**src/design/indexed_list_insert_delete_assert.svh**
```systemverilog
// Assertion macros for the indexed list block.
`ifndef INDEXED_LIST_INSERT_DELETE_ASSERT_SVH
`define INDEXED_LIST_INSERT_DELETE_ASSERT_SVH

`ifndef SYNTH

// expr must never hold outside reset
`define ILIST_ASSERT_NEVER(label, clk, rst, expr) \
   label: assert property (@(posedge clk) disable iff (rst) !(expr)) \
      else $error("ilist: forbidden condition seen");

// cons must hold in the same cycle as ante
`define ILIST_ASSERT_IMPLIES(label, clk, rst, ante, cons) \
   label: assert property (@(posedge clk) disable iff (rst) (ante) |-> (cons)) \
      else $error("ilist: implication failed");

// cons must hold in the cycle after ante
`define ILIST_ASSERT_NEXT(label, clk, rst, ante, cons) \
   label: assert property (@(posedge clk) disable iff (rst) (ante) |=> (cons)) \
      else $error("ilist: next-cycle check failed");

`else

`define ILIST_ASSERT_NEVER(label, clk, rst, expr)
`define ILIST_ASSERT_IMPLIES(label, clk, rst, ante, cons)
`define ILIST_ASSERT_NEXT(label, clk, rst, ante, cons)

`endif

`endif

```
**src/design/ilist_pkg.sv**
```systemverilog
package ilist_pkg;

   localparam int DEPTH_DEF     = 16;
   localparam int WORD_BITS_DEF = 32;
   localparam int CNT_W_DEF     = $clog2(DEPTH_DEF + 1);

   localparam int FUNC_W = 3;
   localparam logic [FUNC_W-1:0] FUNC_APPEND = 3'd0;
   localparam logic [FUNC_W-1:0] FUNC_INSERT = 3'd1;
   localparam logic [FUNC_W-1:0] FUNC_SET    = 3'd2;
   localparam logic [FUNC_W-1:0] FUNC_GET    = 3'd3;
   localparam logic [FUNC_W-1:0] FUNC_DELETE = 3'd4;
   localparam logic [FUNC_W-1:0] FUNC_POP    = 3'd5;

   localparam int STATUS_W = 2;
   localparam logic [STATUS_W-1:0] ST_OK    = 2'd0;
   localparam logic [STATUS_W-1:0] ST_INDEX = 2'd1;
   localparam logic [STATUS_W-1:0] ST_FULL  = 2'd2;
   localparam logic [STATUS_W-1:0] ST_EMPTY = 2'd3;

   // Qualified per-item commands broadcast along the row of cells
   typedef struct packed {
      logic append_en;
      logic insert_en;
      logic set_en;
      logic delete_en;
   } cmd_type;

endpackage

```
**src/design/indexed_list_insert_delete.sv**
```systemverilog
// Channel   Direction  Ports
// req       in         req_valid, req_ready, req_func, req_position, req_value
// rsp       out        rsp_valid, rsp_ready, rsp_data, rsp_status, rsp_count
//
// Every operation, including insert and delete, is handled alike: all entry cells
// shift or load in parallel on the accepting edge and the result is registered.
// One item per cycle is sustained while rsp_ready stays high.
// req_ready drops only while a result waits in the output register and rsp_ready is low.
// Synchronous active-high reset empties the list; entry words are not cleared.
`include "indexed_list_insert_delete_assert.svh"

module indexed_list_insert_delete #(
   parameter int DEPTH     = ilist_pkg::DEPTH_DEF,
   parameter int WORD_BITS = ilist_pkg::WORD_BITS_DEF
) (
   input  logic                              clock,
   input  logic                              reset,
   input  logic                              req_valid,
   output logic                              req_ready,
   input  logic [ilist_pkg::FUNC_W-1:0]      req_func,
   input  logic [$clog2(DEPTH+1)-1:0]        req_position,
   input  logic [WORD_BITS-1:0]              req_value,
   output logic                              rsp_valid,
   input  logic                              rsp_ready,
   output logic [WORD_BITS-1:0]              rsp_data,
   output logic [ilist_pkg::STATUS_W-1:0]    rsp_status,
   output logic [$clog2(DEPTH+1)-1:0]        rsp_count
);
   import ilist_pkg::*;

   localparam int CNT_W = $clog2(DEPTH + 1);

   logic [CNT_W-1:0]     fill_ff;
   logic [CNT_W-1:0]     fill_in;
   logic                 rsp_valid_ff;
   logic                 rsp_valid_in;
   logic [WORD_BITS-1:0] rsp_data_ff;
   logic [STATUS_W-1:0]  rsp_status_ff;
   logic [CNT_W-1:0]     rsp_count_ff;

   logic                 fire;
   logic                 full;
   logic                 empty;
   logic [STATUS_W-1:0]  status;
   logic                 rd_en;
   logic [CNT_W-1:0]     rd_idx;
   logic [WORD_BITS-1:0] rd_word;
   cmd_type              op;
   cmd_type              cmd;

   logic [WORD_BITS-1:0] words    [DEPTH];
   logic [WORD_BITS-1:0] rd_words [DEPTH];

   assign req_ready = !rsp_valid_ff || rsp_ready;
   assign fire      = req_valid && req_ready;
   assign full      = (fill_ff == CNT_W'(DEPTH));
   assign empty     = (fill_ff == '0);

   // Decode and check the item against the current fill
   always_comb begin
      op      = '0;
      status  = ST_OK;
      rd_en   = 1'b0;
      rd_idx  = req_position;
      fill_in = fill_ff;
      unique case (req_func)
         FUNC_APPEND: begin
            if (full) begin
               status = ST_FULL;
            end else begin
               op.append_en = 1'b1;
               fill_in      = fill_ff + CNT_W'(1);
            end
         end
         FUNC_INSERT: begin
            if (req_position > fill_ff) begin
               status = ST_INDEX;
            end else if (full) begin
               status = ST_FULL;
            end else begin
               op.insert_en = 1'b1;
               fill_in      = fill_ff + CNT_W'(1);
            end
         end
         FUNC_SET: begin
            if (req_position >= fill_ff) begin
               status = ST_INDEX;
            end else begin
               op.set_en = 1'b1;
            end
         end
         FUNC_GET: begin
            if (req_position >= fill_ff) begin
               status = ST_INDEX;
            end else begin
               rd_en = 1'b1;
            end
         end
         FUNC_DELETE: begin
            if (req_position >= fill_ff) begin
               status = ST_INDEX;
            end else begin
               op.delete_en = 1'b1;
               fill_in      = fill_ff - CNT_W'(1);
            end
         end
         FUNC_POP: begin
            if (empty) begin
               status = ST_EMPTY;
            end else begin
               rd_en   = 1'b1;
               rd_idx  = fill_ff - CNT_W'(1);
               fill_in = fill_ff - CNT_W'(1);
            end
         end
         default: begin
         end
      endcase
   end

   assign cmd = fire ? op : '0;

   for (genvar i = 0; i < DEPTH; i++) begin : g_cell
      logic [WORD_BITS-1:0] prev_word;
      logic [WORD_BITS-1:0] next_word;

      if (i == 0) begin : g_first
         assign prev_word = '0;
      end else begin : g_mid_lo
         assign prev_word = words[i-1];
      end
      if (i == DEPTH - 1) begin : g_last
         assign next_word = '0;
      end else begin : g_mid_hi
         assign next_word = words[i+1];
      end

      ilist_cell #(
         .WORD_BITS (WORD_BITS),
         .CNT_W     (CNT_W)
      ) u_cell (
         .clock     (clock),
         .cmd       (cmd),
         .idx       (CNT_W'(i)),
         .position  (req_position),
         .fill      (fill_ff),
         .rd_idx    (rd_idx),
         .value     (req_value),
         .prev_word (prev_word),
         .next_word (next_word),
         .word      (words[i]),
         .rd_word   (rd_words[i])
      );
   end

   // At most one cell matches the read index, so OR the row together
   always_comb begin
      rd_word = '0;
      for (int k = 0; k < DEPTH; k++) begin
         rd_word = rd_word | rd_words[k];
      end
   end

   always_comb begin
      rsp_valid_in = rsp_valid_ff;
      if (fire) begin
         rsp_valid_in = 1'b1;
      end else if (rsp_ready) begin
         rsp_valid_in = 1'b0;
      end
   end

   always_ff @(posedge clock) begin
      if (reset) begin
         fill_ff      <= '0;
         rsp_valid_ff <= 1'b0;
      end else begin
         rsp_valid_ff <= rsp_valid_in;
         if (fire) begin
            fill_ff <= fill_in;
         end
      end
   end

   always_ff @(posedge clock) begin
      if (fire) begin
         rsp_data_ff   <= rd_en ? rd_word : '0;
         rsp_status_ff <= status;
         rsp_count_ff  <= fill_in;
      end
   end

   assign rsp_valid  = rsp_valid_ff;
   assign rsp_data   = rsp_data_ff;
   assign rsp_status = rsp_status_ff;
   assign rsp_count  = rsp_count_ff;

   `ILIST_ASSERT_NEVER(a_fill_range, clock, reset, fill_ff > CNT_W'(DEPTH))
   `ILIST_ASSERT_NEXT(a_append_grows, clock, reset,
      fire && (req_func == FUNC_APPEND) && !full, fill_ff == $past(fill_ff) + CNT_W'(1))
   `ILIST_ASSERT_IMPLIES(a_count_tracks, clock, reset, rsp_valid_ff, rsp_count_ff == fill_ff)
   `ILIST_ASSERT_IMPLIES(a_reject_no_data, clock, reset,
      rsp_valid_ff && (rsp_status_ff != ST_OK), rsp_data_ff == '0)

endmodule

```
**src/design/ilist_cell.sv**
```systemverilog
module ilist_cell #(
   parameter int WORD_BITS = ilist_pkg::WORD_BITS_DEF,
   parameter int CNT_W     = ilist_pkg::CNT_W_DEF
) (
   input  logic                 clock,
   input  ilist_pkg::cmd_type   cmd,
   input  logic [CNT_W-1:0]     idx,
   input  logic [CNT_W-1:0]     position,
   input  logic [CNT_W-1:0]     fill,
   input  logic [CNT_W-1:0]     rd_idx,
   input  logic [WORD_BITS-1:0] value,
   input  logic [WORD_BITS-1:0] prev_word,
   input  logic [WORD_BITS-1:0] next_word,
   output logic [WORD_BITS-1:0] word,
   output logic [WORD_BITS-1:0] rd_word
);
   import ilist_pkg::*;

   logic [WORD_BITS-1:0] entry_ff;
   logic [WORD_BITS-1:0] entry_in;
   logic                 take_prev;
   logic                 take_next;
   logic                 load;

   always_comb begin
      take_prev = cmd.insert_en && (idx > position) && (idx <= fill);
      take_next = cmd.delete_en && (idx >= position) &&
                  (({1'b0, idx} + {{CNT_W{1'b0}}, 1'b1}) < {1'b0, fill});
      load      = (cmd.append_en && (idx == fill)) ||
                  ((cmd.insert_en || cmd.set_en) && (idx == position));
      entry_in  = entry_ff;
      if (take_prev) begin
         entry_in = prev_word;
      end else if (take_next) begin
         entry_in = next_word;
      end else if (load) begin
         entry_in = value;
      end
   end

   always_ff @(posedge clock) begin
      entry_ff <= entry_in;
   end

   assign word    = entry_ff;
   assign rd_word = (idx == rd_idx) ? entry_ff : '0;

endmodule
```
**config.mk**
```make
export PLATFORM = sky130hd
export DESIGN_NAME = indexed_list_insert_delete
export DESIGN_NICKNAME = d
export VERILOG_FILES = /design/src/design/ilist_pkg.sv /design/src/design/indexed_list_insert_delete.sv /design/src/design/ilist_cell.sv
export VERILOG_INCLUDE_DIRS = /design/src /design/src/design
export SDC_FILE = /design/constraint.sdc
export NUM_CORES = 1
export LEC_CHECK = 0
export ABC_CLOCK_PERIOD_IN_PS = 8500
export BUFFER_PORTS_ARGS = -buffer_cell sky130_fd_sc_hd__buf_2
export CAP_MARGIN = 20
export CORE_AREA = 2 2 326 328
export DETAILED_ROUTE_END_ITERATION = 12
export DIE_AREA = 0 0 328 330
export PLACE_DENSITY_LB_ADDON = 0.2
export RECOVER_POWER = 100
export SLEW_MARGIN = 40
export SYNTH_ARGS = -nofsm -noshare
export SYNTH_HDL_FRONTEND = slang
export SYNTH_HIERARCHICAL = 1
export SYNTH_SLANG_ARGS = --single-unit
```
**constraint.sdc**
```tcl
create_clock -name clock -period 8.5 [get_ports clock]
set_clock_uncertainty 0.15 [all_clocks]
set_input_delay 1.275 -clock clock [delete_from_list [all_inputs] [get_ports clock]]
set_output_delay 1.275 -clock clock [all_outputs]
set_load 0.02 [all_outputs]
```
# Yosys cells after proc, flatten, opt, wreduce, memory -nomap -nowiden
# Cells that the tools add are included.
# totals
wordCells,380
register_bits,557
input_bits,44
out_inout_bits,41
# op_classes
order_cmp,66
eq_ne,51
bitwise,15
add_sub_neg,2
n_reduce_logical,138
n_mux,87
# ops
op,n
$mux W32,63
$or A32 B32 Y32,15
$eq A4 B5 Y1 const A,24
$logic_and A1 B1 Y1,97
$eq A3 B5 Y1 const A,12
$reduce_bool A3 Y1,15
$ge A4 B5 Y1 const A,8
$gt A4 B5 Y1 const A,8
$le A4 B5 Y1 const A,8
$lt A4 B5 Y1 const A,8
$eq A2 B5 Y1 const A,6
$mux W5,6
$ge A3 B5 Y1 const A,4
$gt A3 B5 Y1 const A,4
$le A3 B5 Y1 const A,4
$lt A3 B5 Y1 const A,4
$pmux W5 S4,1
$logic_or A1 B1 Y1,18
$eq A1 B5 Y1 const A,3
$logic_not A5 Y1,3
$mux W1,11
$ge A1 B5 Y1 const A,2
$ge A2 B5 Y1 const A,2
$gt A1 B5 Y1 const A,2
22 further kinds,31

# Depth between registers and ports, before layout
# Gate-level depths: netlist of run 1.
# logic_depth
depth_word,20
mapped_depth,16
ltp_nobuf,13

# By module
# Netlist of run 1, hierarchy kept.
# modules_own_cells
module,cells_each,n_inst,area_per_inst_um2,seq_area_each_um2
ilist_cell,288,16,2575.0,960.9
indexed_list_insert_delete,383,1,3457.1,1291.2

# Worst setup path before layout of run 1
# Ideal clock, no wire load.
# synth_timing
kind,input-to-reg
from,input port req_position[4]
to,"register g_cell[10].u_cell.entry_ff[0], enable pin"
path_slack_ps,2686
arrival_time_ps,5231
required_time_ps,7917
path_buffers,2
cell_stages,10
setup_ps,433
path_cell_list,ha_1 a21oi_1 o21ai_1 buf_2 or2_2 nor3_1 nor2b_1 nand4_1 clkbuf_1 o2111ai_1
# synth_rtl
element,line,source
start: declaration,indexed_list_insert_delete.sv:21,"input logic [$clog2(DEPTH+1)-1:0] req_position,"
end signal: assignment,ilist_cell.sv:42,entry_ff <= entry_in;
end: declaration,ilist_cell.sv:19,logic [WORD_BITS-1:0] entry_ff;

==> results of run 1 <==
[placed cells by master, fill, tap and decap left out, types with 15 or more instances in the layout]
cell type	count
nor4_1	104
a211oi_1	513
clkbuf_16	70
a31oi_1	514
and3_1	16
edfxtp_1	551
conb_1	496
nand4_1	17
buf_8	15
nand2b_1	19
nand3_1	597
inv_1	170
buf_2	42
buf_4	130
o21ai_0	548
a21oi_1	40
nor2b_1	49
nor4_2	27
and4_1	66
nand2_1	59
ha_1	263
nor2_1	57
clkbuf_1	65
and2_1	502
a21o_1	92
o21ai_2	20
o21bai_1	18
xor2_1	65
xnor2_1	67
o2111ai_1	28
[kinds of logic after synthesis]
group | Yosys count | synth area share
DFF | 557 | 0.373
other | 2 | 0.000168
muxes | 1 | 0.000252
buffers and inverters | 632 | 0.0637
adders and majority gates | 263 | 0.0737
and+or+nand+nor | 1565 | 0.200
AOI/OAI and AO/OA | 1839 | 0.263
xor gates and xnor gates | 132 | 0.0259
[sequential cells by signal, indices dropped and copies added, names as in the netlist]
signal,cells
g_cell.u_cell/word,512
rsp_count,5
rsp_data,32
rsp_valid,1
rsp_status,2
fill_ff,5
[Yosys cell counts (17+ instances only)]
cell / n / share of area
xor2_1: 65 / 0.013
a211oi_1: 513 / 0.086
o21ai_0: 551 / 0.062
and2_1: 514 / 0.072
o2111ai_1: 32 / 0.0063
a21o_1: 96 / 0.016
a21oi_1: 40 / 0.0045
nor4_1: 131 / 0.018
clkbuf_1: 339 / 0.028
nor2b_1: 49 / 0.0069
nor2_1: 57 / 0.0048
nor3_1: 25 / 0.0028
nand2b_1: 19 / 0.0027
nand2_1: 61 / 0.0051
and4_1: 67 / 0.013
o21a_1: 17 / 0.0029
a31oi_1: 514 / 0.072
xnor2_1: 67 / 0.013
inv_1: 171 / 0.014
o21ai_1: 19 / 0.0021
buf_6: 50 / 0.013
edfxtp_1: 551 / 0.37
buf_2: 70 / 0.0078
ha_1: 263 / 0.074
o21bai_1: 18 / 0.0030
nand4_1: 17 / 0.0024
nand3_1: 597 / 0.067
[per-stage QoR]
step / instances / total power, mW / hold WS, ns / worst slack [ns]
after CTS: 6772 / 7.48 / 0.397 / 3.47
after detailed placement: 6649 / 4.58 / 0.390 / 3.07
final: 6773 / 7.49 / 0.391 / 1.88
after global placement: 6634 / 4.53 / 0.357 / 2.64
after global routing: 6773 / 7.75 / 0.458 / 1.63
after floorplan: 5485 / 4.10 / 0.434 / 2.69
[worst max-delay path: cells and delay by family (launching register included)]
kind	cells	cell delay, ns
compound gates	1	0.08
xor+xnor	1	0.14
fa+ha+maj	1	0.39
buf+inv	4	1.92
flops	1	0.30
simple gates	9	3.33
[routing by layer]
layer	vias to the layer above	wire [µm]	global-route usage
met5	-	13	0
met4	2	2760	0.0585
met3	204	18300	0.0699
met2	2157	68500	0.439
met1	19900	69800	0.416
li1	19600	-	-
[area by class of cell]
type / count / area (µm²)
Clock buffer: 88 / 1830
Clock inverter: 35 / 333
Fill cell: 10100 / 54400
Inverter: 171 / 642
Multi-Input combinational cell: 4296 / 27500
Sequential cell: 557 / 16700
Tap cell: 1391 / 1740
Timing Repair Buffer: 235 / 1590
[power by group]
group	switching, mW	internal, mW
Combinational	1.02	0.445
Clock	1.25	1.68
Sequential	0.0266	3.07
[final timing paths]
path	from	endpoint	slack (ns)	depth (start not counted)
min	rsp_valid	rsp_valid	0.39	2
max reg2reg	fill_ff[1]	rsp_data[9]	1.88	16
max	fill_ff[1]	rsp_data[9]	1.88	16
min reg2reg	rsp_valid	rsp_valid	0.39	2
==> metrics.txt, run 1 <==
IO Port Bufs=84; Placer Congestion=0.934; Critical Path RT=8.72 ns; Slowest-stage cell, CP=nor4_1; hold buffers post-CTS=0; worst hold path type=reg2reg; outcome=complete, but fails checks; Cell variety after synth=59; Power Density=149 nW/µm²; Mean Syn Cell Area=8.95 µm²; Hold Fails Final Rpt=0; worst path cell trace=buf_4 -> inv_1 -> ha_1 -> or4b_1 -> nand2_1 -> nand2_1 -> o31ai_4 -> clkbuf_1 -> xnor2_1 -> nand3_1 -> nor3_1 -> clkbuf_1 -> and2_1 -> nor4_1 -> and4_1 -> nor2_1; CTS Buf Count=69; GR Overflow Total=0; postcts setup bufs=0; Lkg Pwr=16.7 nW; Layout Utilization=0.480; predominant post-synthesis flop cell=edfxtp_1; nets@finish=5637; die height=330 µm; drt wl/cell=23.5 µm; maximum vdd drop=0.152 mV; largest net degree at the start of global routing=42; Min Clock Period, post-route=6.62 ns; Final HPWL DP=118000 µm; worst-skew pair later-pin latency=0.65 ns; CTS H-Tree Depth=3; post-route design area=50300 µm²; Ys Warns=6; area grow syn2layout=12.6%; number of core rows=119; Antenna diodes=0; period utilization=0.779; failing checks=max-capacitance violations, max-slew violations; GRT Util Overall=0.289; share of layout cells above drive strength 1=0.0715; first-pass GRT wire length=244000 µm; Slew Viols, Final=156; CP arrival=6.85 ns; MaxCap Viol Count=7; overall die area=108000 µm²; critical path type=reg2reg; Initial Utilization=0.427; post-route ant nets=0; worst-path maximum fanout=22; synthesized area=44700 µm²; 1st-iter DRT viols=4876; Vias per Instance=6.17; Clock Sinks=557; setup total negative slack=0 ns; RSZ-0062 raised after global routing=no; die width=328 µm; DRC violations left=0; Slew Limit Headroom=-1.24; Yosys reg bits=557; achievable frequency=151 MHz; EDFF count, synth=551; cell area after placement=48400 µm²; initial antenna violation count=8; CTS tree=yes; max incr delay on CP=0.96 ns; clock root buffer master=clkbuf_16; drt total wl=159000 µm; Synth Instances=4991; cts repair resizes=0; num ports=85; core footprint=105000 µm²; Max Root-Sink Buffers=3; register area share after synthesis=0.373; Worst Tran Pin Value=3.37 ns; total number of vias=41800; Final setup viols=0; vias in the first global route=39400; crit end category=register; Worst-path clk slew=0.06 ns; Pre-Repair DR Iteration Count=6; post-synthesis async set-or-reset flop share=0; crit start category=register
No activity file was read; power rests on OpenSTA's default activity.
==> inputs of run 2 (changes only) <==
--- a/config.mk
+++ b/config.mk
@@ -6,7 +6,7 @@
 export SDC_FILE = /design/constraint.sdc
 export NUM_CORES = 1
 export LEC_CHECK = 0
-export ABC_CLOCK_PERIOD_IN_PS = 8500
+export ABC_CLOCK_PERIOD_IN_PS = 6300
 export BUFFER_PORTS_ARGS = -buffer_cell sky130_fd_sc_hd__buf_2
 export CAP_MARGIN = 20
 export CORE_AREA = 2 2 326 328
==> constraint.sdc (replaced) <==
create_clock -name clock -period 6.3 [get_ports clock]
set_clock_uncertainty 0.15 [all_clocks]
set_input_delay 0.945 -clock clock [delete_from_list [all_inputs] [get_ports clock]]
set_output_delay 0.945 -clock clock [all_outputs]
set_load 0.02 [all_outputs]
==> metrics.txt, run 2 (same netlist as run 1, synthesis figures left out) <==
Slew Viols, Final=42 (-73%); Power Density=199 nW/µm² (+34%); Final HPWL DP=118000 µm (+0.29%); 1st-iter DRT viols=3693 (-24%); drt total wl=150000 µm (-6.1%); Final setup viols=0 (unchanged); outcome=complete, but fails checks; worst path cell trace=inv_1 -> ha_1 -> or4b_1 -> nand2_1 -> nand2_1 -> o31ai_1 -> clkbuf_1 -> buf_6 -> xnor2_1 -> nand3_1 -> nor3_2 -> buf_4 -> and2_1 -> nor4_1 -> and4_1 -> nor2_1; WL met2=64600 µm (-5.7%); commonest non-fill, non-tap cell in the layout=nand3_1; worst hold path type=reg2reg; share of layout cells above drive strength 1=0.0756 (+0.00407); worst-path maximum fanout=32 (+45%); vias in the first global route=38900 (-1.4%); footprint of the multi-input gates=27500 µm² (about the same); core footprint=105000 µm² (unchanged); Clock Sinks=557 (unchanged); nets@finish=5664 (+0.48%); Initial Utilization=0.427 (unchanged); Vias per Instance=5.96 (-3.5%); crit end category=register; worst-skew pair later-pin latency=0.63 ns (-0.02 ns); cts repair resizes=0 (unchanged); largest net degree at the start of global routing=42 (unchanged); critical path type=reg2reg; CTS tree=yes; hold buffers post-CTS=0 (unchanged); Slowest-stage cell, CP=nor4_1; commonest non-fill, non-tap cells in the layout=597 x nand3_1, 551 x edfxtp_1, 549 x o21ai_0; max incr delay on CP=0.90 ns (-0.06 ns); total number of vias=40500 (-3.0%); Slew Limit Headroom=-1.13 (+0.109); period utilization=0.845 (+0.0661); GR Overflow Total=0 (unchanged); failing checks=max-capacitance violations, max-slew violations; setup total negative slack=0 ns (unchanged); hold path depth=2 (unchanged); CTS Buf Count=70 (+1.4%); die height=330 µm (unchanged); drt wl/cell=22.0 µm (-6.6%); initial antenna violation count=11 (+3); FF+latch area=16700 µm² (unchanged); CP arrival=5.54 ns (-1.31 ns); max reg flops=512 (unchanged); Lkg Pwr=16.8 nW (+1.0%); CTS H-Tree Depth=3 (unchanged); WL met3=14400 µm (-21%); cell area after placement=48500 µm² (+0.18%); # fillers=9996 (-1.0%); IO Port Bufs=84 (unchanged); placed insts=6676 (+0.41%); post-route design area=50600 µm² (+0.59%); Max Root-Sink Buffers=3 (unchanged); Hold Fails Final Rpt=0 (unchanged); number of core rows=119 (unchanged); achievable frequency=188 MHz (+24%); Critical Path RT=6.51 ns (-2.21 ns); RSZ-0062 raised after global routing=no; Worst-path clk slew=0.06 ns (about the same); Finished Layout Cells=6805 (+0.47%); postcts setup bufs=0 (unchanged); Min Clock Period, post-route=5.33 ns (-1.30 ns); WL met1=68600 µm (-1.7%); Top cell by count, worst path=nand2_1; die width=328 µm (unchanged); first-pass GRT wire length=233000 µm (-4.5%); Worst Tran Pin Value=3.20 ns (-0.163 ns); Placer Congestion=0.904 (-3.2%); GRT Util Overall=0.272 (-0.0163); crit start category=register; Pre-Repair DR Iteration Count=9 (+3); Levels on crit path=16 (unchanged); maximum vdd drop=0.205 mV (+35%); area grow syn2layout=13.2%; Worst R2R Path Depth=16 (unchanged); overall die area=108000 µm² (unchanged); clock root buffer master=clkbuf_16; num ports=85 (unchanged); DRC violations left=0 (unchanged); post-route ant nets=0 (unchanged); worst path bufs/invs=4 (unchanged); worst reg-to-reg setup slack=0.97 ns (-0.90 ns); CP delay by family, top=simple AND/OR/NAND/NOR gates; Top Layer Used=met4; MaxCap Viol Count=1 (-6)
run 2: cell types whose count changed in the layout (fill, tap and decap cells not counted), moves of 8 or more:
cell       delta
o2111ai_1     -9
buf_4        +26
nand2_1       -9
nor4_2       -18
o2111ai_4     +9
nor4_1       +18
clkbuf_1     -10
clkinv_1      +8
nand2_2       +9
run 2: path summary, 6_finish.rpt:
check / end / start
max: rsp_data[27] / fill_ff[1]
min: rsp_valid / rsp_valid
max reg2reg: rsp_data[27] / fill_ff[1]
min reg2reg: rsp_valid / rsp_valid
run 2: worst reg2reg max path, stage by stage (launching register included):
cell and delay (ns):
dfxtp_1 0.31, inv_1 0.16, ha_1 0.38, or4b_1 0.55, nand2_1 0.46, nand2_1 0.10
o31ai_1 0.18, clkbuf_1 0.56, buf_6 0.24, xnor2_1 0.07, nand3_1 0.10, nor3_2 0.06
buf_4 0.23, and2_1 0.24, nor4_1 0.90, and4_1 0.32, nor2_1 0.04
run 2: power breakdown:
part / leakage [nW] / internal, mW / total [mW] / switching [mW]
clock: 1.08 / 2.27 / 3.98 / 1.71
sequential: 5.05 / 4.14 / 4.19 / 0.0476
combinational: 10.7 / 0.608 / 1.91 / 1.30
run 2: cell type report:
type | count | share of cell area
Timing Repair Buffer | 261 | 0.0357
Multi-Input combinational cell | 4296 | 0.544
Clock inverter | 43 | 0.00737
Tap cell | 1391 | 0.0344
Clock buffer | 82 | 0.0364
Sequential cell | 557 | 0.330
Inverter | 171 | 0.0127
Antenna cell | 4 | 0.000198
run 2: metrics by stage:
stage,hold slack [ns],util,worst slack [ns],power [mW]
after CTS,0.371,0.485,1.71,10.1
final,0.376,0.483,0.974,10.1
after global placement,0.352,0.460,1.22,6.07
after floorplan,0.434,-,0.816,5.53
after global routing,0.434,0.483,0.779,10.5
after detailed placement,0.362,0.464,1.47,6.13
run 2: routing by layer:
metal | vias up | global-route usage
met2 | 1707 | 0.421
met5 | - | 0
met4 | 0 | 0.0518
met3 | 117 | 0.0435
li1 | 19600 | -
met1 | 19100 | 0.403
